## config.mk

```make
export PLATFORM = sky130hd
export DESIGN_NAME = chunk_relay_arq_sender
export DESIGN_NICKNAME = d
export VERILOG_FILES = /design/src/sv/crs_pkg.sv /design/src/sv/chunk_relay_arq_sender.sv /design/src/sv/crs_divider.sv /design/src/sv/crs_front.sv /design/src/sv/crs_engine.sv
export SDC_FILE = /design/constraint.sdc
export NUM_CORES = 2
export LEC_CHECK = 0
export BUFFER_PORTS_ARGS = -buffer_cell sky130_fd_sc_hd__buf_2
export CAP_MARGIN = 10
export CORE_AREA = 2 2 271 273
export CTS_BUF_LIST = sky130_fd_sc_hd__clkbuf_4 sky130_fd_sc_hd__clkbuf_8
export DETAILED_ROUTE_END_ITERATION = 6
export DIE_AREA = 0 0 273 275
export PLACE_DENSITY = 0.88
export SYNTH_ARGS = -nofsm -noshare
export SYNTH_HDL_FRONTEND = slang
export SYNTH_SLANG_ARGS = --single-unit
export TNS_END_PERCENT = 1
```

## constraint.sdc

```tcl
create_clock -name clk -period 18.6 [get_ports clk]
set_clock_uncertainty 0.15 [all_clocks]
set_input_delay 0.93 -clock clk [delete_from_list [all_inputs] [get_ports clk]]
set_output_delay 0.93 -clock clk [all_outputs]
set_load 0.1 [all_outputs]
```

## src/sv/crs_pkg.sv

```systemverilog
// crs_pkg: shared types, codes and constants for the chunk relay sender
// no dependencies
`default_nettype none
package crs_pkg;
  localparam int MAX_FRAGMENTS_DEF = 16;

  localparam logic [1:0] CMD_START = 2'd0;
  localparam logic [1:0] CMD_READY = 2'd1;
  localparam logic [1:0] CMD_ACK   = 2'd2;
  localparam logic [1:0] CMD_TICK  = 2'd3;

  localparam logic [1:0] KIND_REPLY = 2'd0;
  localparam logic [1:0] KIND_REQ   = 2'd1;
  localparam logic [1:0] KIND_FRAG  = 2'd2;
  localparam logic [1:0] KIND_END   = 2'd3;

  localparam logic [1:0] ST_OK        = 2'd0;
  localparam logic [1:0] ST_BUSY      = 2'd1;
  localparam logic [1:0] ST_SIZE      = 2'd2;
  localparam logic [1:0] ST_SRC       = 2'd3;
  localparam logic [1:0] END_DONE     = 2'd0;
  localparam logic [1:0] END_FIRST    = 2'd1;
  localparam logic [1:0] END_READ     = 2'd2;
  localparam logic [1:0] END_TIMEOUT  = 2'd3;

  localparam logic [1:0] REG_CPB    = 2'd0;
  localparam logic [1:0] REG_WINDOW = 2'd1;
  localparam logic [1:0] REG_RESEND = 2'd2;
  localparam logic [1:0] REG_MAXATT = 2'd3;

  typedef struct packed {
    logic [1:0]  command;
    logic [47:0] peer_address;
    logic [23:0] image_size;
    logic        source_ok;
    logic [15:0] acked_chunk;
    logic [12:0] payload_length;
    logic [4:0]  fragment_count;
    logic [31:0] now_us;
    logic [31:0] now_ms;
  } in_item_t;

  typedef struct packed {
    logic [1:0]  result_kind;
    logic [1:0]  status;
    logic [15:0] chunk_total;
    logic [15:0] chunk_number;
    logic [3:0]  fragment_number;
    logic [47:0] dest_address;
    logic        last;
  } out_item_t;
endpackage
`default_nettype wire

```

## src/sv/chunk_relay_arq_sender.sv

```systemverilog
// chunk_relay_arq_sender: stop-and-wait chunk sender, top level
// depends on crs_pkg, crs_front, crs_engine, crs_divider
// start, chunk-ready with a burst and a tick that resends a burst wait on the
// 32-step shared divider; other commands go straight to their result beat, or back
// to idle when they give no result
// throughput: one command at a time in the engine, two-entry input queue
// synchronous active-low reset returns registers and session state to defaults
`default_nettype none
module chunk_relay_arq_sender #(
  parameter int MAX_FRAGMENTS = crs_pkg::MAX_FRAGMENTS_DEF
) (
  input  wire logic               clk,
  input  wire logic               rst_n,
  input  wire logic               in_valid,
  output logic                    in_stall,
  input  wire crs_pkg::in_item_t  in_data,
  output logic                    out_valid,
  input  wire logic               out_stall,
  output crs_pkg::out_item_t      out_data,
  input  wire logic               cfg_valid,
  output logic                    cfg_ready,
  input  wire logic [1:0]         cfg_index,
  input  wire logic [31:0]        cfg_data
);
  logic [12:0] cpb_r;
  logic [31:0] win_r;
  logic [15:0] rsd_r;
  logic [7:0]  att_r;
  logic q_valid, q_pop, busy;
  crs_pkg::in_item_t q_data;

  assign cfg_ready = 1'b1;

  always_ff @(posedge clk) begin
    if (!rst_n) begin
      cpb_r <= 13'd200; win_r <= 32'd20000; rsd_r <= 16'd500; att_r <= 8'd5;
    end else if (cfg_valid && cfg_ready) begin
      case (cfg_index)
        crs_pkg::REG_CPB:    cpb_r <= cfg_data[12:0];
        crs_pkg::REG_WINDOW: win_r <= cfg_data;
        crs_pkg::REG_RESEND: rsd_r <= cfg_data[15:0];
        crs_pkg::REG_MAXATT: att_r <= cfg_data[7:0];
        default: ;
      endcase
    end
  end

  crs_front u_front (
    .clk(clk), .rst_n(rst_n), .in_valid(in_valid), .in_stall(in_stall),
    .in_data(in_data), .q_valid(q_valid), .q_pop(q_pop), .q_data(q_data)
  );

  crs_engine #(.MAX_FRAGMENTS(MAX_FRAGMENTS)) u_engine (
    .clk(clk), .rst_n(rst_n), .q_valid(q_valid), .q_pop(q_pop), .q_data(q_data),
    .chunk_payload_bytes(cpb_r), .send_window_us(win_r),
    .resend_interval_ms(rsd_r), .max_attempts(att_r), .busy(busy),
    .out_valid(out_valid), .out_stall(out_stall && busy || out_stall),
    .out_data(out_data)
  );
endmodule
`default_nettype wire

```

## src/sv/crs_divider.sv

```systemverilog
// crs_divider: radix-2 restoring divider, one quotient bit per cycle
// depends on nothing
`default_nettype none
module crs_divider (
  input  wire logic        clk,
  input  wire logic        rst_n,
  input  wire logic        start,
  input  wire logic [31:0] dividend,
  input  wire logic [31:0] divisor,
  output logic             busy,
  output logic [31:0]      quotient
);
  logic [5:0]  cnt_r;
  logic [31:0] q_r, rem_r, dvs_r;
  logic [32:0] trial;

  assign trial = {rem_r, q_r[31]} - {1'b0, dvs_r};
  assign busy = (cnt_r != 6'd0);
  assign quotient = q_r;

  always_ff @(posedge clk) begin
    if (!rst_n) begin
      cnt_r <= 6'd0;
    end else if (start) begin
      cnt_r <= 6'd32;
      q_r <= dividend;
      rem_r <= 32'd0;
      dvs_r <= divisor;
    end else if (busy) begin
      cnt_r <= cnt_r - 6'd1;
      if (!trial[32]) begin
        rem_r <= trial[31:0];
        q_r <= {q_r[30:0], 1'b1};
      end else begin
        rem_r <= {rem_r[30:0], q_r[31]};
        q_r <= {q_r[30:0], 1'b0};
      end
    end
  end
endmodule
`default_nettype wire

```

## src/sv/crs_front.sv

```systemverilog
// crs_front: input queue between the accepting side and the session engine
// depends on crs_pkg
`default_nettype none
module crs_front (
  input  wire logic              clk,
  input  wire logic              rst_n,
  input  wire logic              in_valid,
  output logic                   in_stall,
  input  wire crs_pkg::in_item_t in_data,
  output logic                   q_valid,
  input  wire logic              q_pop,
  output crs_pkg::in_item_t      q_data
);
  crs_pkg::in_item_t buf_r [2];
  logic [1:0] cnt_r;
  logic       rd_r, wr_r;
  logic       push;

  assign in_stall = (cnt_r == 2'd2);
  assign push = in_valid && !in_stall;
  assign q_valid = (cnt_r != 2'd0);
  assign q_data = buf_r[rd_r];

  always_ff @(posedge clk) begin
    if (!rst_n) begin
      cnt_r <= 2'd0;
      rd_r <= 1'b0;
      wr_r <= 1'b0;
    end else begin
      if (push) begin
        wr_r <= !wr_r;
      end
      if (q_pop) begin
        rd_r <= !rd_r;
      end
      cnt_r <= cnt_r + {1'b0, push} - {1'b0, q_pop};
    end
  end

  always_ff @(posedge clk) begin
    if (push) begin
      buf_r[wr_r] <= in_data;
    end
  end
endmodule
`default_nettype wire

```

## src/sv/crs_engine.sv

```systemverilog
// crs_engine: session state machine, runs one queued command at a time
// depends on crs_pkg and crs_divider
`default_nettype none
module crs_engine #(
  parameter int MAX_FRAGMENTS = crs_pkg::MAX_FRAGMENTS_DEF
) (
  input  wire logic              clk,
  input  wire logic              rst_n,
  input  wire logic              q_valid,
  output logic                   q_pop,
  input  wire crs_pkg::in_item_t q_data,
  input  wire logic [12:0]       chunk_payload_bytes,
  input  wire logic [31:0]       send_window_us,
  input  wire logic [15:0]       resend_interval_ms,
  input  wire logic [7:0]        max_attempts,
  output logic                   busy,
  output logic                   out_valid,
  input  wire logic              out_stall,
  output crs_pkg::out_item_t     out_data
);
  localparam int FW = $clog2(MAX_FRAGMENTS + 1) > 5 ? $clog2(MAX_FRAGMENTS + 1) : 5;
  localparam logic [FW-1:0] MAXF = FW'(MAX_FRAGMENTS);

  typedef enum logic [2:0] {
    S_IDLE, S_EXEC, S_DIVCNT, S_DIVINT, S_OUT1, S_OUT2
  } state_t;

  state_t state_r;
  logic        active_r, await_r, adv_r, wait_r;
  logic [47:0] target_r;
  logic [15:0] cur_r, total_r;
  logic [7:0]  att_r;
  logic [FW-1:0] burst_r, sent_r;
  logic [31:0] intv_r, due_r, lastms_r;
  crs_pkg::in_item_t cmd_r;
  crs_pkg::out_item_t o1_r, o2_r;
  logic        dstart;
  logic [31:0] dend, dvs, dq;
  logic        dbusy;
  logic        out_take;

  logic [12:0] cpb;
  logic [FW-1:0] fc_sat;
  logic [31:0] ms_el;
  logic [31:0] us_el;
  logic [15:0] nxt_chunk;

  assign cpb = (chunk_payload_bytes == 13'd0) ? 13'd1 : chunk_payload_bytes;
  assign fc_sat = (FW'(cmd_r.fragment_count) > MAXF) ? MAXF : FW'(cmd_r.fragment_count);
  assign ms_el = cmd_r.now_ms - lastms_r;
  assign us_el = cmd_r.now_us - due_r;
  assign nxt_chunk = cur_r + 16'd1;
  assign out_take = out_valid && !out_stall;
  assign q_pop = (state_r == S_IDLE) && q_valid;
  assign busy = (state_r != S_IDLE) || q_valid;

  crs_divider u_div (
    .clk(clk), .rst_n(rst_n), .start(dstart), .dividend(dend), .divisor(dvs),
    .busy(dbusy), .quotient(dq)
  );

  function automatic crs_pkg::out_item_t mk(logic [1:0] k, logic [1:0] s,
      logic [15:0] t, logic [15:0] c, logic [3:0] f, logic [47:0] d, logic l);
    crs_pkg::out_item_t r;
    r.result_kind = k; r.status = s; r.chunk_total = t; r.chunk_number = c;
    r.fragment_number = f; r.dest_address = d; r.last = l;
    return r;
  endfunction

  always_comb begin
    dstart = 1'b0;
    dend = 32'd0;
    dvs = 32'd1;
    if (state_r == S_EXEC) begin
      if (cmd_r.command == crs_pkg::CMD_START) begin
        dstart = !active_r && cmd_r.image_size != 24'd0 && cmd_r.source_ok;
        dend = 32'(cmd_r.image_size) + 32'(cpb) - 32'd1;
        dvs = 32'(cpb);
      end else if (cmd_r.command == crs_pkg::CMD_READY) begin
        dstart = active_r && wait_r && cmd_r.payload_length != 13'd0 && fc_sat != '0;
        dend = send_window_us;
        dvs = 32'(fc_sat);
      end else if (cmd_r.command == crs_pkg::CMD_TICK) begin
        dstart = active_r && !wait_r && !(sent_r < burst_r) && !adv_r && await_r &&
                 ms_el >= 32'(resend_interval_ms) && att_r < max_attempts &&
                 burst_r != '0;
        dend = send_window_us;
        dvs = 32'(burst_r);
      end
    end
  end

  always_ff @(posedge clk) begin
    if (!rst_n) begin
      state_r <= S_IDLE;
      active_r <= 1'b0; await_r <= 1'b0; adv_r <= 1'b0; wait_r <= 1'b0;
      target_r <= 48'd0; cur_r <= 16'd0; total_r <= 16'd0; att_r <= 8'd0;
      burst_r <= '0; sent_r <= '0; intv_r <= 32'd0; due_r <= 32'd0;
      lastms_r <= 32'd0;
      out_valid <= 1'b0;
    end else begin
      case (state_r)
        S_IDLE: begin
          if (q_valid) begin
            cmd_r <= q_data;
            state_r <= S_EXEC;
          end
        end
        S_EXEC: begin
          state_r <= S_IDLE;
          case (cmd_r.command)
            crs_pkg::CMD_START: begin
              if (active_r) begin
                o1_r <= mk(crs_pkg::KIND_REPLY, crs_pkg::ST_BUSY, 16'd0, 16'd0, 4'd0,
                           cmd_r.peer_address, 1'b1);
                state_r <= S_OUT2;
              end else if (cmd_r.image_size == 24'd0) begin
                o1_r <= mk(crs_pkg::KIND_REPLY, crs_pkg::ST_SIZE, 16'd0, 16'd0, 4'd0,
                           cmd_r.peer_address, 1'b1);
                state_r <= S_OUT2;
              end else if (!cmd_r.source_ok) begin
                o1_r <= mk(crs_pkg::KIND_REPLY, crs_pkg::ST_SRC, 16'd0, 16'd0, 4'd0,
                           cmd_r.peer_address, 1'b1);
                state_r <= S_OUT2;
              end else begin
                active_r <= 1'b1; target_r <= cmd_r.peer_address; cur_r <= 16'd0;
                await_r <= 1'b0; adv_r <= 1'b0; att_r <= 8'd0;
                burst_r <= '0; sent_r <= '0; wait_r <= 1'b1;
                state_r <= S_DIVCNT;
              end
            end
            crs_pkg::CMD_READY: begin
              if (active_r && wait_r) begin
                wait_r <= 1'b0;
                if (cmd_r.payload_length == 13'd0) begin
                  o1_r <= mk(crs_pkg::KIND_END,
                             (cur_r == 16'd0) ? crs_pkg::END_FIRST : crs_pkg::END_READ,
                             16'd0, cur_r, 4'd0, target_r, 1'b1);
                  active_r <= 1'b0; await_r <= 1'b0; adv_r <= 1'b0;
                  sent_r <= '0; burst_r <= '0;
                  state_r <= S_OUT2;
                end else begin
                  burst_r <= fc_sat; sent_r <= '0; due_r <= cmd_r.now_us;
                  await_r <= 1'b1; lastms_r <= cmd_r.now_ms;
                  if (att_r != 8'hFF) att_r <= att_r + 8'd1;
                  if (fc_sat == '0) intv_r <= 32'd0;
                  else state_r <= S_DIVINT;
                end
              end
            end
            crs_pkg::CMD_ACK: begin
              if (active_r && !wait_r && cmd_r.peer_address == target_r &&
                  cmd_r.acked_chunk == cur_r) begin
                await_r <= 1'b0; adv_r <= 1'b1;
              end
            end
            default: begin
              if (active_r && !wait_r) begin
                if (sent_r < burst_r) begin
                  if (!us_el[31]) begin
                    o1_r <= mk(crs_pkg::KIND_FRAG, crs_pkg::ST_OK, 16'd0, cur_r,
                               sent_r[3:0], target_r, 1'b1);
                    sent_r <= sent_r + FW'(1);
                    due_r <= due_r + intv_r;
                    state_r <= S_OUT2;
                  end
                end else if (adv_r) begin
                  adv_r <= 1'b0; cur_r <= nxt_chunk; att_r <= 8'd0;
                  state_r <= S_OUT2;
                  if (nxt_chunk >= total_r) begin
                    o1_r <= mk(crs_pkg::KIND_END, crs_pkg::END_DONE, 16'd0, nxt_chunk,
                               4'd0, target_r, 1'b1);
                    active_r <= 1'b0; await_r <= 1'b0; wait_r <= 1'b0;
                    sent_r <= '0; burst_r <= '0;
                  end else begin
                    wait_r <= 1'b1;
                    o1_r <= mk(crs_pkg::KIND_REQ, crs_pkg::ST_OK, 16'd0, nxt_chunk,
                               4'd0, target_r, 1'b1);
                  end
                end else if (await_r && ms_el >= 32'(resend_interval_ms)) begin
                  if (att_r >= max_attempts) begin
                    o1_r <= mk(crs_pkg::KIND_END, crs_pkg::END_TIMEOUT, 16'd0, cur_r,
                               4'd0, target_r, 1'b1);
                    active_r <= 1'b0; await_r <= 1'b0; adv_r <= 1'b0; wait_r <= 1'b0;
                    sent_r <= '0; burst_r <= '0;
                    state_r <= S_OUT2;
                  end else begin
                    sent_r <= '0; due_r <= cmd_r.now_us; await_r <= 1'b1;
                    lastms_r <= cmd_r.now_ms;
                    if (att_r != 8'hFF) att_r <= att_r + 8'd1;
                    if (burst_r == '0) intv_r <= 32'd0;
                    else state_r <= S_DIVINT;
                  end
                end
              end
            end
          endcase
        end
        S_DIVCNT: begin
          if (!dbusy && !dstart) begin
            total_r <= dq[15:0];
            o1_r <= mk(crs_pkg::KIND_REPLY, crs_pkg::ST_OK, dq[15:0], 16'd0, 4'd0,
                       target_r, 1'b0);
            o2_r <= mk(crs_pkg::KIND_REQ, crs_pkg::ST_OK, 16'd0, 16'd0, 4'd0,
                       target_r, 1'b1);
            out_valid <= 1'b1;
            state_r <= S_OUT1;
          end
        end
        S_DIVINT: begin
          if (!dbusy) begin
            intv_r <= dq;
            state_r <= S_IDLE;
          end
        end
        S_OUT1: begin
          if (out_take) begin
            o1_r <= o2_r;
            state_r <= S_OUT2;
          end
        end
        S_OUT2: begin
          // raise valid if it is not already up, then wait for the beat to go
          if (!out_valid) begin
            out_valid <= 1'b1;
          end else if (out_take) begin
            out_valid <= 1'b0;
            state_r <= S_IDLE;
          end
        end
        default: state_r <= S_IDLE;
      endcase
      if (state_r == S_OUT1 && out_take) out_valid <= 1'b1;
    end
  end

  assign out_data = o1_r;
endmodule
`default_nettype wire

```

==> metrics <==
pre-CTS WS between 10000 and 15000 ps; worst-case clock buffer depth 3; Synth Area per Inst 11.41 sq um; fmax 0.1529 GHz; largest cells by area after synthesis edfxtp_1 47%, dfxtp_1 12%, ha_1 4.6%, mux2_2 4.2%, nand2_1 4.1%; slowest stage delay, CP 630 ps; initial antenna violation count 15; Worst Setup Start Kind flip-flop; vias in the first global route between 30k and 40k; RSZ-0062 raised after global routing no; Reg area 27640 sq um; pin count of the biggest net entering global routing 134; P per Cell Area about 130 nW/um^2; Post-CTS Setup Inserts 0; Clock Power Share approximately 29%; switching share of power 32.80%; Crit Path Class reg2reg; CORE AREA roughly 72000 sq um; Synth-to-Final Area Change 11.93%; WL per Instance approximately 22 um; fin worst setup slack 12060 ps; compound-cell area share of the yosys netlist about an eighth; Max FO, Critical Path 58; worst skew pair latency 810 ps; outcome finished, violations left; initial core utilization 65.30%; Die ar. 75080 sq um; P_sw between 2000 and 2500 uW; grt ovf 0; Slew HR 19.79%; CP top delay family compound AO/OA/AOI/OAI gates; Slew @ Worst Pin 1199 ps; post-synth design cell area 47240 sq um; synth unique cells 92; post-synthesis xor/xnor area fraction 3.189%; Post-synth EDFFs 733; multi-input logic area 17960 sq um; crit path buf inv count 2; routability cong. 0.9480; PortBufs 302; via count 34.68k; ratio of cells with drive above 1 in the final layout 18.46%; Clk pin slew, worst setup/hold paths 70 ps; max-slew violation count 0; Post-Syn Nets 4531; Final Cycle Share 35.16%; Num CTS Buffers 158; CTS tree built; Die Y 275 um; fillers about 4.7k; violated checks DRC; DP HPWL 80.79 mm; root buffer cell clkbuf_8; Arr. time, crit path 6830 ps; Fin Setup TNS 0 ps; crit path cell chain ha_1 -> nor2b_1 -> o31a_1 -> o2111ai_1 -> nand3_1 -> a21o_1 -> a21oi_1 -> xnor2_1 -> ha_1 -> a21oi_1 -> o21ai_0 -> a221oi_1 -> nand2b_1 -> nor4b_1 -> o2bb2ai_1 -> nor4_1 -> and4_1 -> nor2_1 -> a31oi_1 -> a31oi_4 -> buf_4 -> buf_4; post-synth top area share 46.60%; H-tree level count 4; adder-cell area share of the yosys netlist 4.805%; Setup-failing EPs final 0; Top FF cell, synth edfxtp_1; CP required 18890 ps; # clock sinks 1014; Die Wd 273 um; Logic pwr share 24.6%; Final min period 6540 ps; mux contribution to synthesized area 6.535%; Yosys reg bits 1014; yosys warns 0; worst hold path class in2reg; vias per cell ~6.3; I/O pin count 304; DRC Markers 13; VDD IR max 0.1015 mV; Nets 4813; nature of the critical path endpoint flip-flop; Synth Area in Simple Gates 11.58%; row cnt just under 100; sequential share of power between 40% and 50%; Post-synth ARST share 0%; synthesized instance count 4140; Fin. Hold Viols 0; Antenna Nets Post-Route 0; CTS Hold Buffers Added 0; Slowest-stage cell, CP and4_1; Seq/Total Area, Yosys 58.51%; Lkg Pwr 0.01966 uW; DR iter-0 viols ~4.5k; leading area contributor after synthesis edfxtp_1; combinational family with the most area after synthesis compound AO/OA/AOI/OAI gates; MaxCap Viol Count 0; CTS resizes 0; gr usage total 31.53%; TritonRoute pass-1 iters 7; Internal 4537 uW; final WL 121.3 mm; first-pass GRT wire length 183.6 mm
cell families after synthesis:
group           count (synthesis)
buf+inv                       452
fa+ha+maj                     179
other cells                     1
mux                           286
flops                        1014
xor+xnor                      172
compound gates                842
simple gates                 1194
power by group through the flow:
stage          sequential (uW)  clock [uW]  combinational [uW]
2_1_floorplan             3200           0                1120
3_3_place_gp              3140           0                1570
3_5_place_dp              3160           0                1620
4_1_cts                   3120        1980                1640
5_1_grt                   3150        2070                1790
6_report                  3130        1960                1660
Yosys cell counts, types with 38 or more instances:
master	number
xor2_1	60
nand4_1	46
mux2_2	175
nand2_1	512
a21oi_1	305
dfxtp_1	281
a21o_1	65
nand3_1	68
inv_1	234
xnor2_1	112
a222oi_1	48
o21ai_0	124
edfxtp_1	733
mux2i_1	110
ha_1	175
o211ai_1	40
and2_1	40
nor2_1	264
a22oi_1	38
clkbuf_1	193
nor3_1	68
cell type report:
| class | count | area share, % |
|---|---|---|
| multi-input combinational | 2674 | 33.97 |
| antenna | 11 | 0.05206 |
| tap | 959 | 2.269 |
| sequential | 1014 | 52.28 |
| clock inverter | 46 | 0.7171 |
| inverter | 236 | 1.685 |
| timing repair buffer | 338 | 3.413 |
| clock buffer | 249 | 5.618 |
layer usage:
layer / vias to the layer above / routed length (um) / GRT usage (%)
met2: 2019 / 56390 / 49.61
met3: 360 / 11680 / 5.769
met5: - / 14 / 0
li1: 15740 / - / -
met1: 16550 / 47920 / 42.95
met4: 4 / 5260 / 14.57
state kept, by name (all words and copies together) (netlist names), 48 cells and up:
| register | flops |
|---|---|
| u_front.buf_r | 346 |
| u_engine.target_r | 48 |
| u_engine.cmd_r | 173 |
| u_engine.o2_r | 48 |
| u_engine.out_data | 89 |
cells in the final DEF, fill, tap and decap left out, drive strengths merged, types with 69 or more instances in the layout:
master  instances
buf           338
nor2          266
a21oi         306
dfxtp         281
xnor2         112
o21ai         127
ha            175
mux2i         110
clkbuf        249
nand2         512
inv           248
edfxtp        733
nor3           69
mux2          176
worst paths after layout:
path / from / endpoint / slack, ps / depth (start not counted)
worst max register to register: u_engine.cmd_r[1]$_DFFE_PP_ / u_engine.out_data[79]$_DFFE_PP_ / 12060 / 22
worst min-delay path: in_data[146] / u_front.buf_r[1][146]$_DFFE_PP_ / 140 / 1
worst min register to register: att_r[5]$_SDFFE_PN0P_ / att_r[5]$_SDFFE_PN0P_ / 300 / 2
worst max-delay path: u_engine.cmd_r[1]$_DFFE_PP_ / u_engine.out_data[79]$_DFFE_PP_ / 12060 / 22
stage by stage:
| stage | util (%) | area [sq um] | std cells | hold WS, ps | power [uW] |
|---|---|---|---|---|---|
| floorplan | - | 47240 | 4140 | 286.0 | 4326 |
| global placement | 68.40 | 49480 | 5220 | 292.6 | 4716 |
| detailed placement | 68.40 | 49480 | 5220 | 298.8 | 4773 |
| CTS | 73.03 | 52830 | 5515 | 92.14 | 6728 |
| global route | 73.09 | 52870 | 5527 | 123.7 | 7009 |
| finish | 73.09 | 52870 | 5527 | 144.6 | 6751 |
(Power assumes the default switching activity.)
